===== src/rtl/auto_exposure_shutter_controller_core_defines.svh =====
// ----------------------------------------------------------------------------
// Auto-exposure core assertion macros
// Concurrent assertion wrappers shared by the front, queue and back; compiled out when
// ASSERT_OFF is defined.
// ----------------------------------------------------------------------------
`ifndef AUTO_EXPOSURE_SHUTTER_CONTROLLER_CORE_DEFINES_SVH
`define AUTO_EXPOSURE_SHUTTER_CONTROLLER_CORE_DEFINES_SVH
`ifndef ASSERT_OFF
`define AESC_ASSERT(lbl, clk, rst_n, prop) \
  lbl: assert property (@(posedge clk) disable iff (!rst_n) prop) \
    else $error("assertion failed: %m");
`define AESC_ASSERT_NEVER(lbl, clk, rst_n, expr) \
  lbl: assert property (@(posedge clk) disable iff (!rst_n) !(expr)) \
    else $error("forbidden condition seen: %m");
`else
`define AESC_ASSERT(lbl, clk, rst_n, prop)
`define AESC_ASSERT_NEVER(lbl, clk, rst_n, expr)
`endif
`endif


===== src/rtl/aesc_pkg.sv =====
// ----------------------------------------------------------------------------
// Auto-exposure core package
// Widths, codes and shared types of the auto-exposure shutter controller.
// ----------------------------------------------------------------------------
`default_nettype none

package aesc_pkg;

  localparam int unsigned MAX_SAMPLES = 65536;

  localparam int unsigned PIX_W  = 8;
  localparam int unsigned MEAN_W = 8;
  localparam int unsigned CNT_W  = $clog2(MAX_SAMPLES + 1);
  localparam int unsigned SUM_W  = $clog2(longint'(MAX_SAMPLES) * 255 + 1);
  // divisor of the mean division, count shifted up to the top quotient bit
  localparam int unsigned DIVS_W = CNT_W + MEAN_W - 1;
  localparam int unsigned CMP_W  = (SUM_W > DIVS_W) ? SUM_W : DIVS_W;

  localparam int unsigned GAINN_W = 20;
  localparam int unsigned GAIN_W  = GAINN_W + 3;
  localparam int unsigned PROD_W  = MEAN_W + GAIN_W;
  localparam int unsigned ITER_W  = $clog2(PROD_W);

  localparam int unsigned SHUT_W = 23;
  localparam int unsigned PEND_W = 32;
  localparam int unsigned NS_W   = PEND_W + 3;

  localparam logic [SHUT_W-1:0] SHUTTER_RESET = SHUT_W'(50000);
  localparam logic [SHUT_W-1:0] SHUTTER_MAX   = {SHUT_W{1'b1}};

  localparam int unsigned CFG_IDX_W  = 3;
  localparam int unsigned CFG_DATA_W = 23;

  localparam int unsigned QUEUE_DEPTH = 2;
  localparam int unsigned QPTR_W      = $clog2(QUEUE_DEPTH);
  localparam int unsigned QCNT_W      = $clog2(QUEUE_DEPTH + 1);

  typedef enum logic [CFG_IDX_W-1:0] {
    CFG_TARGET_LEVEL = 3'd0,
    CFG_DEADBAND     = 3'd1,
    CFG_SUN_LEVEL    = 3'd2,
    CFG_SHADOW_LEVEL = 3'd3,
    CFG_GAIN_NORMAL  = 3'd4,
    CFG_APPLY_THRESH = 3'd5,
    CFG_MIN_SHUTTER  = 3'd6,
    CFG_MAX_SHUTTER  = 3'd7
  } cfg_idx_e;

  typedef enum logic [1:0] {
    ZONE_NORMAL = 2'd0,
    ZONE_SUN    = 2'd1,
    ZONE_SHADOW = 2'd2
  } zone_e;

  typedef enum logic [2:0] {
    ST_IDLE,
    ST_MEAN,
    ST_MUL,
    ST_DIV,
    ST_UPDATE,
    ST_OUT
  } back_state_e;

  // one finished frame as the front hands it to the back
  typedef struct packed {
    logic [SUM_W-1:0] sum;
    logic [CNT_W-1:0] count;
  } frame_t;

  typedef struct packed {
    logic [7:0]         target_level;
    logic [7:0]         deadband;
    logic [7:0]         sun_level;
    logic [7:0]         shadow_level;
    logic [GAINN_W-1:0] gain_normal;
    logic [GAINN_W-1:0] apply_thresh;
    logic [SHUT_W-1:0]  min_shutter;
    logic [SHUT_W-1:0]  max_shutter;
  } cfg_t;

  typedef struct packed {
    logic             empty;
    logic             full;
  } queue_status_t;

endpackage

`default_nettype wire


===== src/rtl/aesc_front.sv =====
// ----------------------------------------------------------------------------
// Auto-exposure front end
// Sums and counts the sampled pixels of a frame and pushes the totals at the
// frame-end beat.
// ----------------------------------------------------------------------------
`default_nettype none
`include "auto_exposure_shutter_controller_core_defines.svh"

module aesc_front
  import aesc_pkg::*;
(
  input  wire logic             clk_i,
  input  wire logic             rst_ni,
  input  wire logic             accept_i,
  input  wire logic [PIX_W-1:0] pixel_i,
  input  wire logic             sample_i,
  input  wire logic             frame_end_i,
  output frame_t                frame_o,
  output logic                  push_o
);

  logic [SUM_W-1:0] sum_q, sum_d, sum_nx;
  logic [CNT_W-1:0] count_q, count_d, count_nx;
  logic             take;

  // drop samples beyond the per-frame cap
  assign take     = sample_i && (count_q < CNT_W'(MAX_SAMPLES));
  assign sum_nx   = take ? (sum_q + SUM_W'(pixel_i)) : sum_q;
  assign count_nx = take ? (count_q + CNT_W'(1)) : count_q;

  assign push_o        = accept_i && frame_end_i;
  assign frame_o.sum   = sum_nx;
  assign frame_o.count = count_nx;

  always_comb begin
    sum_d   = sum_q;
    count_d = count_q;
    if (accept_i) begin
      if (frame_end_i) begin
        sum_d   = '0;
        count_d = '0;
      end else begin
        sum_d   = sum_nx;
        count_d = count_nx;
      end
    end
  end

  always_ff @(posedge clk_i or negedge rst_ni) begin
    if (!rst_ni) begin
      sum_q   <= '0;
      count_q <= '0;
    end else begin
      sum_q   <= sum_d;
      count_q <= count_d;
    end
  end

  `AESC_ASSERT(a_count_capped, clk_i, rst_ni, count_q <= CNT_W'(MAX_SAMPLES))

endmodule

`default_nettype wire


===== src/rtl/aesc_queue.sv =====
// ----------------------------------------------------------------------------
// Auto-exposure frame queue
// Short queue of frame totals between the front end and the back end.
// ----------------------------------------------------------------------------
`default_nettype none
`include "auto_exposure_shutter_controller_core_defines.svh"

module aesc_queue
  import aesc_pkg::*;
(
  input  wire logic   clk_i,
  input  wire logic   rst_ni,
  input  wire logic   push_i,
  input  wire frame_t data_i,
  input  wire logic   pop_i,
  output frame_t      data_o,
  output queue_status_t status_o
);

  frame_t              entry_q [QUEUE_DEPTH];
  logic [QPTR_W-1:0]   wr_ptr_q, wr_ptr_d;
  logic [QPTR_W-1:0]   rd_ptr_q, rd_ptr_d;
  logic [QCNT_W-1:0]   fill_q, fill_d;

  assign status_o.empty = (fill_q == '0);
  assign status_o.full  = (fill_q == QCNT_W'(QUEUE_DEPTH));
  assign data_o         = entry_q[rd_ptr_q];

  always_comb begin
    wr_ptr_d = wr_ptr_q;
    rd_ptr_d = rd_ptr_q;
    fill_d   = fill_q;
    if (push_i) begin
      wr_ptr_d = (wr_ptr_q == QPTR_W'(QUEUE_DEPTH - 1)) ? '0 : wr_ptr_q + QPTR_W'(1);
    end
    if (pop_i) begin
      rd_ptr_d = (rd_ptr_q == QPTR_W'(QUEUE_DEPTH - 1)) ? '0 : rd_ptr_q + QPTR_W'(1);
    end
    if (push_i && !pop_i) begin
      fill_d = fill_q + QCNT_W'(1);
    end else if (pop_i && !push_i) begin
      fill_d = fill_q - QCNT_W'(1);
    end
  end

  always_ff @(posedge clk_i or negedge rst_ni) begin
    if (!rst_ni) begin
      wr_ptr_q <= '0;
      rd_ptr_q <= '0;
      fill_q   <= '0;
    end else begin
      wr_ptr_q <= wr_ptr_d;
      rd_ptr_q <= rd_ptr_d;
      fill_q   <= fill_d;
    end
  end

  always_ff @(posedge clk_i) begin
    if (push_i) begin
      entry_q[wr_ptr_q] <= data_i;
    end
  end

  `AESC_ASSERT_NEVER(a_no_overflow, clk_i, rst_ni, push_i && status_o.full)
  `AESC_ASSERT_NEVER(a_no_underflow, clk_i, rst_ni, pop_i && status_o.empty)
  `AESC_ASSERT(a_fill_tracks, clk_i, rst_ni, (push_i && !pop_i) |=> !status_o.empty)

endmodule

`default_nettype wire


===== src/rtl/aesc_back.sv =====
// ----------------------------------------------------------------------------
// Auto-exposure back end
// Per frame: restoring mean division, gain multiply, restoring step division,
// then shutter update and registered result beat; empty frames skip to the beat.
// ----------------------------------------------------------------------------
`default_nettype none
`include "auto_exposure_shutter_controller_core_defines.svh"

module aesc_back
  import aesc_pkg::*;
(
  input  wire logic          clk_i,
  input  wire logic          rst_ni,
  input  wire cfg_t          cfg_i,
  input  wire frame_t        frame_i,
  input  wire queue_status_t q_status_i,
  output logic               pop_o,
  output logic               out_valid_o,
  input  wire logic          out_stall_i,
  output logic [SHUT_W-1:0]  shutter_out_o,
  output logic               applied_o,
  output logic [MEAN_W-1:0]  mean_level_o,
  output logic [1:0]         zone_o,
  output logic               held_at_limit_o,
  output logic               empty_frame_o
);

  back_state_e state_q, state_d;

  // control from the output decoder
  logic pop, mean_en, mul_en, div_en, upd_en, load_out, out_free;

  // datapath registers
  logic [SUM_W-1:0]  rem_q;
  logic [DIVS_W-1:0] divs_q;
  logic [MEAN_W-1:0] mean_q;
  logic [ITER_W-1:0] iter_q;
  logic [PROD_W-1:0] prod_q;
  logic [7:0]        drem_q;
  logic              neg_q;
  zone_e             zone_q;
  logic              empty_q, held_q, applied_q;

  logic [SHUT_W-1:0] shutter_q;
  logic [PEND_W-1:0] pending_q;

  logic              out_valid_q;
  logic [SHUT_W-1:0] out_shutter_q;
  logic              out_applied_q, out_held_q, out_empty_q;
  logic [MEAN_W-1:0] out_mean_q;
  zone_e             out_zone_q;

  // ---------------------------------------------------------------- control
  assign out_free = !out_valid_q || !out_stall_i;

  always_comb begin
    state_d = state_q;
    unique case (state_q)
      ST_IDLE: begin
        if (!q_status_i.empty) begin
          state_d = (frame_i.count == '0) ? ST_OUT : ST_MEAN;
        end
      end
      ST_MEAN: begin
        if (iter_q == '0) state_d = ST_MUL;
      end
      ST_MUL: state_d = ST_DIV;
      ST_DIV: begin
        if (iter_q == '0) state_d = ST_UPDATE;
      end
      ST_UPDATE: state_d = ST_OUT;
      ST_OUT: begin
        if (out_free) state_d = ST_IDLE;
      end
      default: state_d = ST_IDLE;
    endcase
  end

  always_comb begin
    pop      = 1'b0;
    mean_en  = 1'b0;
    mul_en   = 1'b0;
    div_en   = 1'b0;
    upd_en   = 1'b0;
    load_out = 1'b0;
    unique case (state_q)
      ST_IDLE:   pop      = !q_status_i.empty;
      ST_MEAN:   mean_en  = 1'b1;
      ST_MUL:    mul_en   = 1'b1;
      ST_DIV:    div_en   = 1'b1;
      ST_UPDATE: upd_en   = 1'b1;
      ST_OUT:    load_out = out_free;
      default: ;
    endcase
  end

  assign pop_o = pop;

  // -------------------------------------------------------- mean division
  logic [CMP_W-1:0] rem_ext, divs_ext, rem_sub;
  logic             mean_ge;

  assign rem_ext  = CMP_W'(rem_q);
  assign divs_ext = CMP_W'(divs_q);
  assign mean_ge  = rem_ext >= divs_ext;
  assign rem_sub  = rem_ext - divs_ext;

  // ------------------------------------------------------ zone and product
  logic [GAIN_W-1:0] gain_n, gain_c;
  zone_e             zone_c;
  logic              neg_c;
  logic [MEAN_W-1:0] mag_c;
  logic [PROD_W-1:0] prod_c;

  assign gain_n = GAIN_W'(cfg_i.gain_normal);

  always_comb begin
    if (mean_q > cfg_i.sun_level) begin
      zone_c = ZONE_SUN;
      gain_c = (gain_n << 2) + gain_n;
    end else if (mean_q < cfg_i.shadow_level) begin
      zone_c = ZONE_SHADOW;
      gain_c = gain_n << 1;
    end else begin
      zone_c = ZONE_NORMAL;
      gain_c = gain_n;
    end
  end

  assign neg_c  = mean_q > cfg_i.target_level;
  assign mag_c  = neg_c ? (mean_q - cfg_i.target_level) : (cfg_i.target_level - mean_q);
  assign prod_c = (mag_c > cfg_i.deadband) ? (PROD_W'(mag_c) * PROD_W'(gain_c)) : '0;

  // ------------------------------------------------------- step division
  logic [7:0] den;
  logic [8:0] drem_sh, drem_sub;
  logic       div_ge;

  assign den      = (cfg_i.target_level == 8'd255) ? 8'd1 : (8'd255 - cfg_i.target_level);
  assign drem_sh  = {drem_q, prod_q[PROD_W-1]};
  assign div_ge   = drem_sh >= {1'b0, den};
  assign drem_sub = drem_sh - {1'b0, den};

  // --------------------------------------------------------------- update
  logic                     q_zero, held_c, pmag_lt, apply_c;
  logic [PEND_W:0]          step_mag, pmag, lim_x;
  logic signed [PEND_W:0]   pend_x, step_x, pend_sum;
  logic [PEND_W-1:0]        pend_sat;
  logic signed [NS_W-1:0]   ns, min_x, max_x;
  logic [SHUT_W-1:0]        ns_clamp;

  assign q_zero = (prod_q == '0);
  assign held_c = ((!neg_q || q_zero) && (shutter_q >= cfg_i.max_shutter)) ||
                  ((neg_q || q_zero) && (shutter_q <= cfg_i.min_shutter));

  assign step_mag = (PEND_W+1)'(prod_q);
  assign step_x   = neg_q ? -step_mag : step_mag;
  assign pend_x   = {pending_q[PEND_W-1], pending_q};
  assign pmag     = pend_x[PEND_W] ? -pend_x : pend_x;
  assign lim_x    = (PEND_W+1)'(cfg_i.apply_thresh);
  assign pmag_lt  = pmag < lim_x;
  assign apply_c  = !held_c && !pmag_lt;

  // saturate the pending sum at the signed 32-bit range
  assign pend_sum = pend_x + step_x;
  always_comb begin
    if (pend_sum[PEND_W] != pend_sum[PEND_W-1]) begin
      pend_sat = pend_sum[PEND_W] ? {1'b1, {(PEND_W-1){1'b0}}} : {1'b0, {(PEND_W-1){1'b1}}};
    end else begin
      pend_sat = pend_sum[PEND_W-1:0];
    end
  end

  assign ns    = $signed({{(NS_W-SHUT_W){1'b0}}, shutter_q})
               + $signed({{2{pend_x[PEND_W]}}, pend_x})
               + $signed({{2{step_x[PEND_W]}}, step_x});
  assign min_x = $signed({{(NS_W-SHUT_W){1'b0}}, cfg_i.min_shutter});
  assign max_x = $signed({{(NS_W-SHUT_W){1'b0}}, SHUTTER_MAX});

  always_comb begin
    if (ns < min_x) begin
      ns_clamp = cfg_i.min_shutter;
    end else if (ns > max_x) begin
      ns_clamp = SHUTTER_MAX;
    end else begin
      ns_clamp = ns[SHUT_W-1:0];
    end
  end

  // ------------------------------------------------------------ registers
  always_ff @(posedge clk_i or negedge rst_ni) begin
    if (!rst_ni) begin
      state_q     <= ST_IDLE;
      shutter_q   <= SHUTTER_RESET;
      pending_q   <= '0;
      out_valid_q <= 1'b0;
    end else begin
      state_q <= state_d;
      if (upd_en && !held_c) begin
        if (pmag_lt) begin
          pending_q <= pend_sat;
        end else begin
          shutter_q <= ns_clamp;
          pending_q <= '0;
        end
      end
      if (load_out) begin
        out_valid_q <= 1'b1;
      end else if (!out_stall_i) begin
        out_valid_q <= 1'b0;
      end
    end
  end

  always_ff @(posedge clk_i) begin
    if (pop) begin
      rem_q     <= frame_i.sum;
      divs_q    <= DIVS_W'(frame_i.count) << (MEAN_W - 1);
      iter_q    <= ITER_W'(MEAN_W - 1);
      mean_q    <= '0;
      zone_q    <= ZONE_NORMAL;
      held_q    <= 1'b0;
      applied_q <= 1'b0;
      empty_q   <= (frame_i.count == '0);
    end
    if (mean_en) begin
      if (mean_ge) rem_q <= rem_sub[SUM_W-1:0];
      mean_q <= {mean_q[MEAN_W-2:0], mean_ge};
      divs_q <= divs_q >> 1;
      iter_q <= iter_q - ITER_W'(1);
    end
    if (mul_en) begin
      prod_q <= prod_c;
      neg_q  <= neg_c;
      zone_q <= zone_c;
      drem_q <= '0;
      iter_q <= ITER_W'(PROD_W - 1);
    end
    if (div_en) begin
      drem_q <= div_ge ? drem_sub[7:0] : drem_sh[7:0];
      prod_q <= {prod_q[PROD_W-2:0], div_ge};
      iter_q <= iter_q - ITER_W'(1);
    end
    if (upd_en) begin
      held_q    <= held_c;
      applied_q <= apply_c;
    end
    if (load_out) begin
      out_shutter_q <= shutter_q;
      out_applied_q <= applied_q;
      out_mean_q    <= mean_q;
      out_zone_q    <= zone_q;
      out_held_q    <= held_q;
      out_empty_q   <= empty_q;
    end
  end

  assign out_valid_o     = out_valid_q;
  assign shutter_out_o   = out_shutter_q;
  assign applied_o       = out_applied_q;
  assign mean_level_o    = out_mean_q;
  assign zone_o          = out_zone_q;
  assign held_at_limit_o = out_held_q;
  assign empty_frame_o   = out_empty_q;

  `AESC_ASSERT(a_apply_clears, clk_i, rst_ni, (upd_en && apply_c) |=> (pending_q == '0 && applied_q))
  `AESC_ASSERT(a_load_sets_valid, clk_i, rst_ni, load_out |=> out_valid_q)

endmodule

`default_nettype wire


===== src/rtl/auto_exposure_shutter_controller_core.sv =====
// ----------------------------------------------------------------------------
// Auto-exposure shutter controller core
// Averages the sampled pixels of each frame and steers the shutter time
// toward the target level.
// ----------------------------------------------------------------------------
//  channel  direction  handshake                 payload
//  in       sink       in_valid_i / in_stall_o   pixel_i, sample_i, frame_end_i
//  out      source     out_valid_o / out_stall_i shutter_out_o, applied_o,
//                                                mean_level_o, zone_o,
//                                                held_at_limit_o, empty_frame_o
//  cfg      sink       cfg_valid_i / cfg_ready_o cfg_index_i, cfg_data_i
//
//  Pixels are taken one per cycle; the front end only stalls while the
//  two-entry frame queue is full.
//  Each non-empty frame passes the back end through the mean division, the
//  gain multiply and the step division (one quotient bit per cycle), then the
//  update and the result beat; an empty frame goes straight to the result beat.
//  Reset restores the register defaults and a shutter time of 50000.
//  A stalled result holds in the output register; the back end waits behind it.
// ----------------------------------------------------------------------------
`default_nettype none

module auto_exposure_shutter_controller_core
  import aesc_pkg::*;
(
  input  wire logic                  clk_i,
  input  wire logic                  rst_ni,
  input  wire logic                  in_valid_i,
  output logic                       in_stall_o,
  input  wire logic [PIX_W-1:0]      pixel_i,
  input  wire logic                  sample_i,
  input  wire logic                  frame_end_i,
  output logic                       out_valid_o,
  input  wire logic                  out_stall_i,
  output logic [SHUT_W-1:0]          shutter_out_o,
  output logic                       applied_o,
  output logic [MEAN_W-1:0]          mean_level_o,
  output logic [1:0]                 zone_o,
  output logic                       held_at_limit_o,
  output logic                       empty_frame_o,
  input  wire logic                  cfg_valid_i,
  output logic                       cfg_ready_o,
  input  wire logic [CFG_IDX_W-1:0]  cfg_index_i,
  input  wire logic [CFG_DATA_W-1:0] cfg_data_i
);

  cfg_t          cfg_q;
  frame_t        push_frame, head_frame;
  logic          push, pop, in_accept;
  queue_status_t q_status;

  assign cfg_ready_o = 1'b1;
  assign in_stall_o  = q_status.full;
  assign in_accept   = in_valid_i && !in_stall_o;

  always_ff @(posedge clk_i or negedge rst_ni) begin
    if (!rst_ni) begin
      cfg_q.target_level <= 8'd90;
      cfg_q.deadband     <= 8'd13;
      cfg_q.sun_level    <= 8'd130;
      cfg_q.shadow_level <= 8'd70;
      cfg_q.gain_normal  <= GAINN_W'(9000);
      cfg_q.apply_thresh <= GAINN_W'(1000);
      cfg_q.min_shutter  <= SHUT_W'(10000);
      cfg_q.max_shutter  <= SHUT_W'(2499000);
    end else if (cfg_valid_i && cfg_ready_o) begin
      unique case (cfg_idx_e'(cfg_index_i))
        CFG_TARGET_LEVEL: cfg_q.target_level <= cfg_data_i[7:0];
        CFG_DEADBAND:     cfg_q.deadband     <= cfg_data_i[7:0];
        CFG_SUN_LEVEL:    cfg_q.sun_level    <= cfg_data_i[7:0];
        CFG_SHADOW_LEVEL: cfg_q.shadow_level <= cfg_data_i[7:0];
        CFG_GAIN_NORMAL:  cfg_q.gain_normal  <= cfg_data_i[GAINN_W-1:0];
        CFG_APPLY_THRESH: cfg_q.apply_thresh <= cfg_data_i[GAINN_W-1:0];
        CFG_MIN_SHUTTER:  cfg_q.min_shutter  <= cfg_data_i[SHUT_W-1:0];
        CFG_MAX_SHUTTER:  cfg_q.max_shutter  <= cfg_data_i[SHUT_W-1:0];
        default: ;
      endcase
    end
  end

  aesc_front u_front (
    .clk_i       (clk_i),
    .rst_ni      (rst_ni),
    .accept_i    (in_accept),
    .pixel_i     (pixel_i),
    .sample_i    (sample_i),
    .frame_end_i (frame_end_i),
    .frame_o     (push_frame),
    .push_o      (push)
  );

  aesc_queue u_queue (
    .clk_i    (clk_i),
    .rst_ni   (rst_ni),
    .push_i   (push),
    .data_i   (push_frame),
    .pop_i    (pop),
    .data_o   (head_frame),
    .status_o (q_status)
  );

  aesc_back u_back (
    .clk_i           (clk_i),
    .rst_ni          (rst_ni),
    .cfg_i           (cfg_q),
    .frame_i         (head_frame),
    .q_status_i      (q_status),
    .pop_o           (pop),
    .out_valid_o     (out_valid_o),
    .out_stall_i     (out_stall_i),
    .shutter_out_o   (shutter_out_o),
    .applied_o       (applied_o),
    .mean_level_o    (mean_level_o),
    .zone_o          (zone_o),
    .held_at_limit_o (held_at_limit_o),
    .empty_frame_o   (empty_frame_o)
  );

endmodule

`default_nettype wire

===== config.mk =====
export PLATFORM = sky130hd
export DESIGN_NAME = auto_exposure_shutter_controller_core
export DESIGN_NICKNAME = d
export VERILOG_FILES = /design/src/rtl/aesc_pkg.sv /design/src/rtl/aesc_front.sv /design/src/rtl/aesc_queue.sv /design/src/rtl/aesc_back.sv /design/src/rtl/auto_exposure_shutter_controller_core.sv
export VERILOG_INCLUDE_DIRS = /design/src /design/src/rtl
export SDC_FILE = /design/constraint.sdc
export NUM_CORES = 2
export LEC_CHECK = 0
export ABC_AREA = 1
export BUFFER_PORTS_ARGS = -buffer_cell sky130_fd_sc_hd__buf_2
export CORE_ASPECT_RATIO = 2
export CORE_MARGIN = 10
export CORE_UTILIZATION = 45
export CTS_CLUSTER_DIAMETER = 50
export DETAILED_ROUTE_END_ITERATION = 10
export PLACE_DENSITY = 0.61
export SLEW_MARGIN = 20
export SYNTH_ARGS = -nofsm -noshare
export SYNTH_HDL_FRONTEND = slang
export SYNTH_HIERARCHICAL = 1
export SYNTH_SLANG_ARGS = --single-unit

===== constraint.sdc =====
create_clock -name clk_i -period 9.4 [get_ports clk_i]
set_clock_uncertainty 0.2 [all_clocks]
set_input_delay 1.88 -clock clk_i [delete_from_list [all_inputs] [get_ports clk_i]]
set_output_delay 1.88 -clock clk_i [all_outputs]
set_load 0.01 [all_outputs]

==> impl_metrics.csv <==
group,metric,value,unit
finish,drive_gt1_share,7.51,%
detailed_routing,vias_per_cell,5.41,
clocking,worstSkewPairLatency,0.64,ns
synth,synthArstFlopShare,49.8,%
detailed_routing,avgRoutedWirePerCell,20.7,um
die,rows,150,
grt,grt_max_degree,153,
detailed_routing,dr.pass1.iters,5,
sta,slew_viol_final,0,
grt,gr-total-overflow,0,
job,drv_cap,0,
detailed_routing,drcViolationCount,0,
synth,synth.most_common_cell,"nand2_1",
detailed_routing,vias,32661,
run_status,status,"finished, final reports clean",
setup_path,crit_path_max_fanout,22,
finish,fill_cells,8319,
synth,yosys_most_used_dff,"edfxtp_1",
clocking,cts_hold_buf,0,
sta,tightest_slew,1.18,ns
die,die-area,96700,um2
clocking,cts_buffers,49,
sta,fin_crit_sh,83.9,%
sta,maxSlewHeadroom,21.2,%
synth,synth_common_cells,"1335 x nand2_1, 721 x inv_1, 461 x nor2_1",
setup_path,cp.arrival,8.07,ns
synth,ys.warnings.count,6,
setup_path,critPathTopFamily,"adder cells",
grt,track_usage,25.8,%
finish,nets,5448,
clocking,postCtsSetupRepairBufs,0,
grt,grt_pass1_wl,191000,um
setup_path,cp-start-kind,"flop",
detailed_routing,drtIter0Drc,1660,
grt,antenna_found_initial,0,
clocking,htree_levels,2,
synth,synth_cell_types,73,
clocking,clockBufferDepth,3,
place,dp_hpwl,102000,um
setup_path,path_class,"flop to flop",
finish,antennaDiodeCount,0,
synth,synthesis.area,37800,um2
setup_path,worstPathRequired,9.58,ns
place,port_buffers,78,
sta,setup_tns,0,ns
detailed_routing,antenna_left,0,
clocking,cts_root_buf,"clkbuf_16",
synth,synth-seq-cells,446,
clocking,cts_sinks,446,
grt,grt_pass1_vias,33721,
die,die_width,225,um
sta,rsz0062_at_grt,"false",
sta,fin_crit,7.89,ns
synth,seq_area_frac_synth,32.0,%
synth,synth_area_leader_cell,"edfxtp_1",
setup_path,crit_path_end_kind,"flop",
synth,synthCells,4891,
clocking,path_clk_slew,0.07,ns
setup_path,crit_path_frequent_cell,"nand2_1",
synth,synthTopCellsByArea,"edfxtp_1 16%, nand2_1 13%, dfrtp_1 12%",
die,initial_core_util,45.3,%
place,gp_congestion,1.01,
finish,syn2layout_area_growth,8.30,%
setup_path,crit_buf_inv,7,
synth,synth_nets,5402,
sta,hold_viol,0,
clocking,cts_resized,0,
sta,max_freq,127,MHz
setup_path,slowest_delay,0.55,ns
die,ios,80,
die,die-height,430,um
synth,syn_area_per_cell,7.73,um2
synth,synth_edf_count,199,
hold_path,min_path_type,"flop to flop",
clocking,cts_tree,"built",
setup_path,slowest_stage,"nand2_1",
detailed_routing,wirelength,125000,um
die,fp.coreArea,83500,um2
sta,setup_viol,0,
synth,yosysTopAreaCellShare,15.8,%
finish,post-route-util,49.0,%
[layout by cell type, fill, tap and decap left out, types with 50 or more instances in the layout]
master	instances
nor2_1	456
a21oi_1	271
dfrtp_1	178
inv_1	721
xnor2_1	50
o21ai_0	212
xor2_1	114
nand2_1	1335
nand3_1	241
ha_1	305
clkbuf_16	50
fa_1	165
edfxtp_1	199
buf_2	77
[cell families after synthesis]
kind of cell / after synthesis / share of synthesized area, %
simple gates: 2227 / 24.4
buf+inv: 863 / 9.17
compound gates: 666 / 9.85
fa+ha+maj: 470 / 18.8
flops: 446 / 32.0
xor+xnor: 169 / 3.95
mux: 49 / 1.82
other cells: 1 / 0.00992
[path summary, 6_finish.rpt]
kind                                  startpoint                endpoint  slack (ns)  cells past startpoint
worst max-delay path            u_back/mean_q[0]       u_back/prod_q[30]        1.51                     33
worst min-delay path               u_back/held_q  u_back/held_at_limit_o        0.24                      0
worst max register to register  u_back/mean_q[0]       u_back/prod_q[30]        1.51                     33
worst min register to register     u_back/held_q  u_back/held_at_limit_o        0.24                      0
max in group asynchronous                 rst_ni    u_back/pending_q[22]        6.59                      2
min in group asynchronous                 rst_ni       u_back/state_q[0]        1.00                      1
[metal layers]
layer  vias up  GRT usage, %  share of wire [%]
met5         -             0                  0
met1     15430          21.1                 30
met2       885          51.1                 56
met4         0          24.3                 11
met3       469          2.96                3.3
li1      15877             -                  -
[area by class of cell]
class / instances / area, um2 / share of cell area [%]
clock buffer: 66 / 1370 / 3.35
clock inverter: 26 / 319 / 0.779
inverter: 732 / 2750 / 6.71
multi-input combinational: 3582 / 22300 / 54.5
sequential: 446 / 12100 / 29.5
tap: 1064 / 1330 / 3.25
timing repair buffer: 126 / 773 / 1.89
[per-stage QoR]
step / hold slack, ns / worst slack (ns) / std cells / area [um2]
finish: 0.239 / 1.51 / 6042 / 40900
global route: 0.238 / 0.933 / 6042 / 40900
CTS: 0.239 / 1.56 / 6042 / 40900
detailed placement: 0.207 / 1.58 / 5950 / 39300
global placement: 0.204 / 1.61 / 5950 / 39200
floorplan: 0.200 / 2.74 / 4891 / 37800
[registers in the layout (all words and copies together) (netlist names), 17 cells and up]
| name | count |
|---|---|
| u_back/divs_ext | 24 |
| u_queue/entry_q | 82 |
| u_front/sum_q | 24 |
| cfg_q | 118 |
| u_back/rem_ext | 24 |
| u_front/count_q | 17 |
| u_back/shutter_out_o | 23 |
| u_back/prod_q | 31 |
| u_back/pending_q | 32 |
| u_back/shutter_q | 23 |
Power is left out: the tool's default activity adds up to more than one toggle a clock period on the data nets, which glitch-free logic cannot reach.
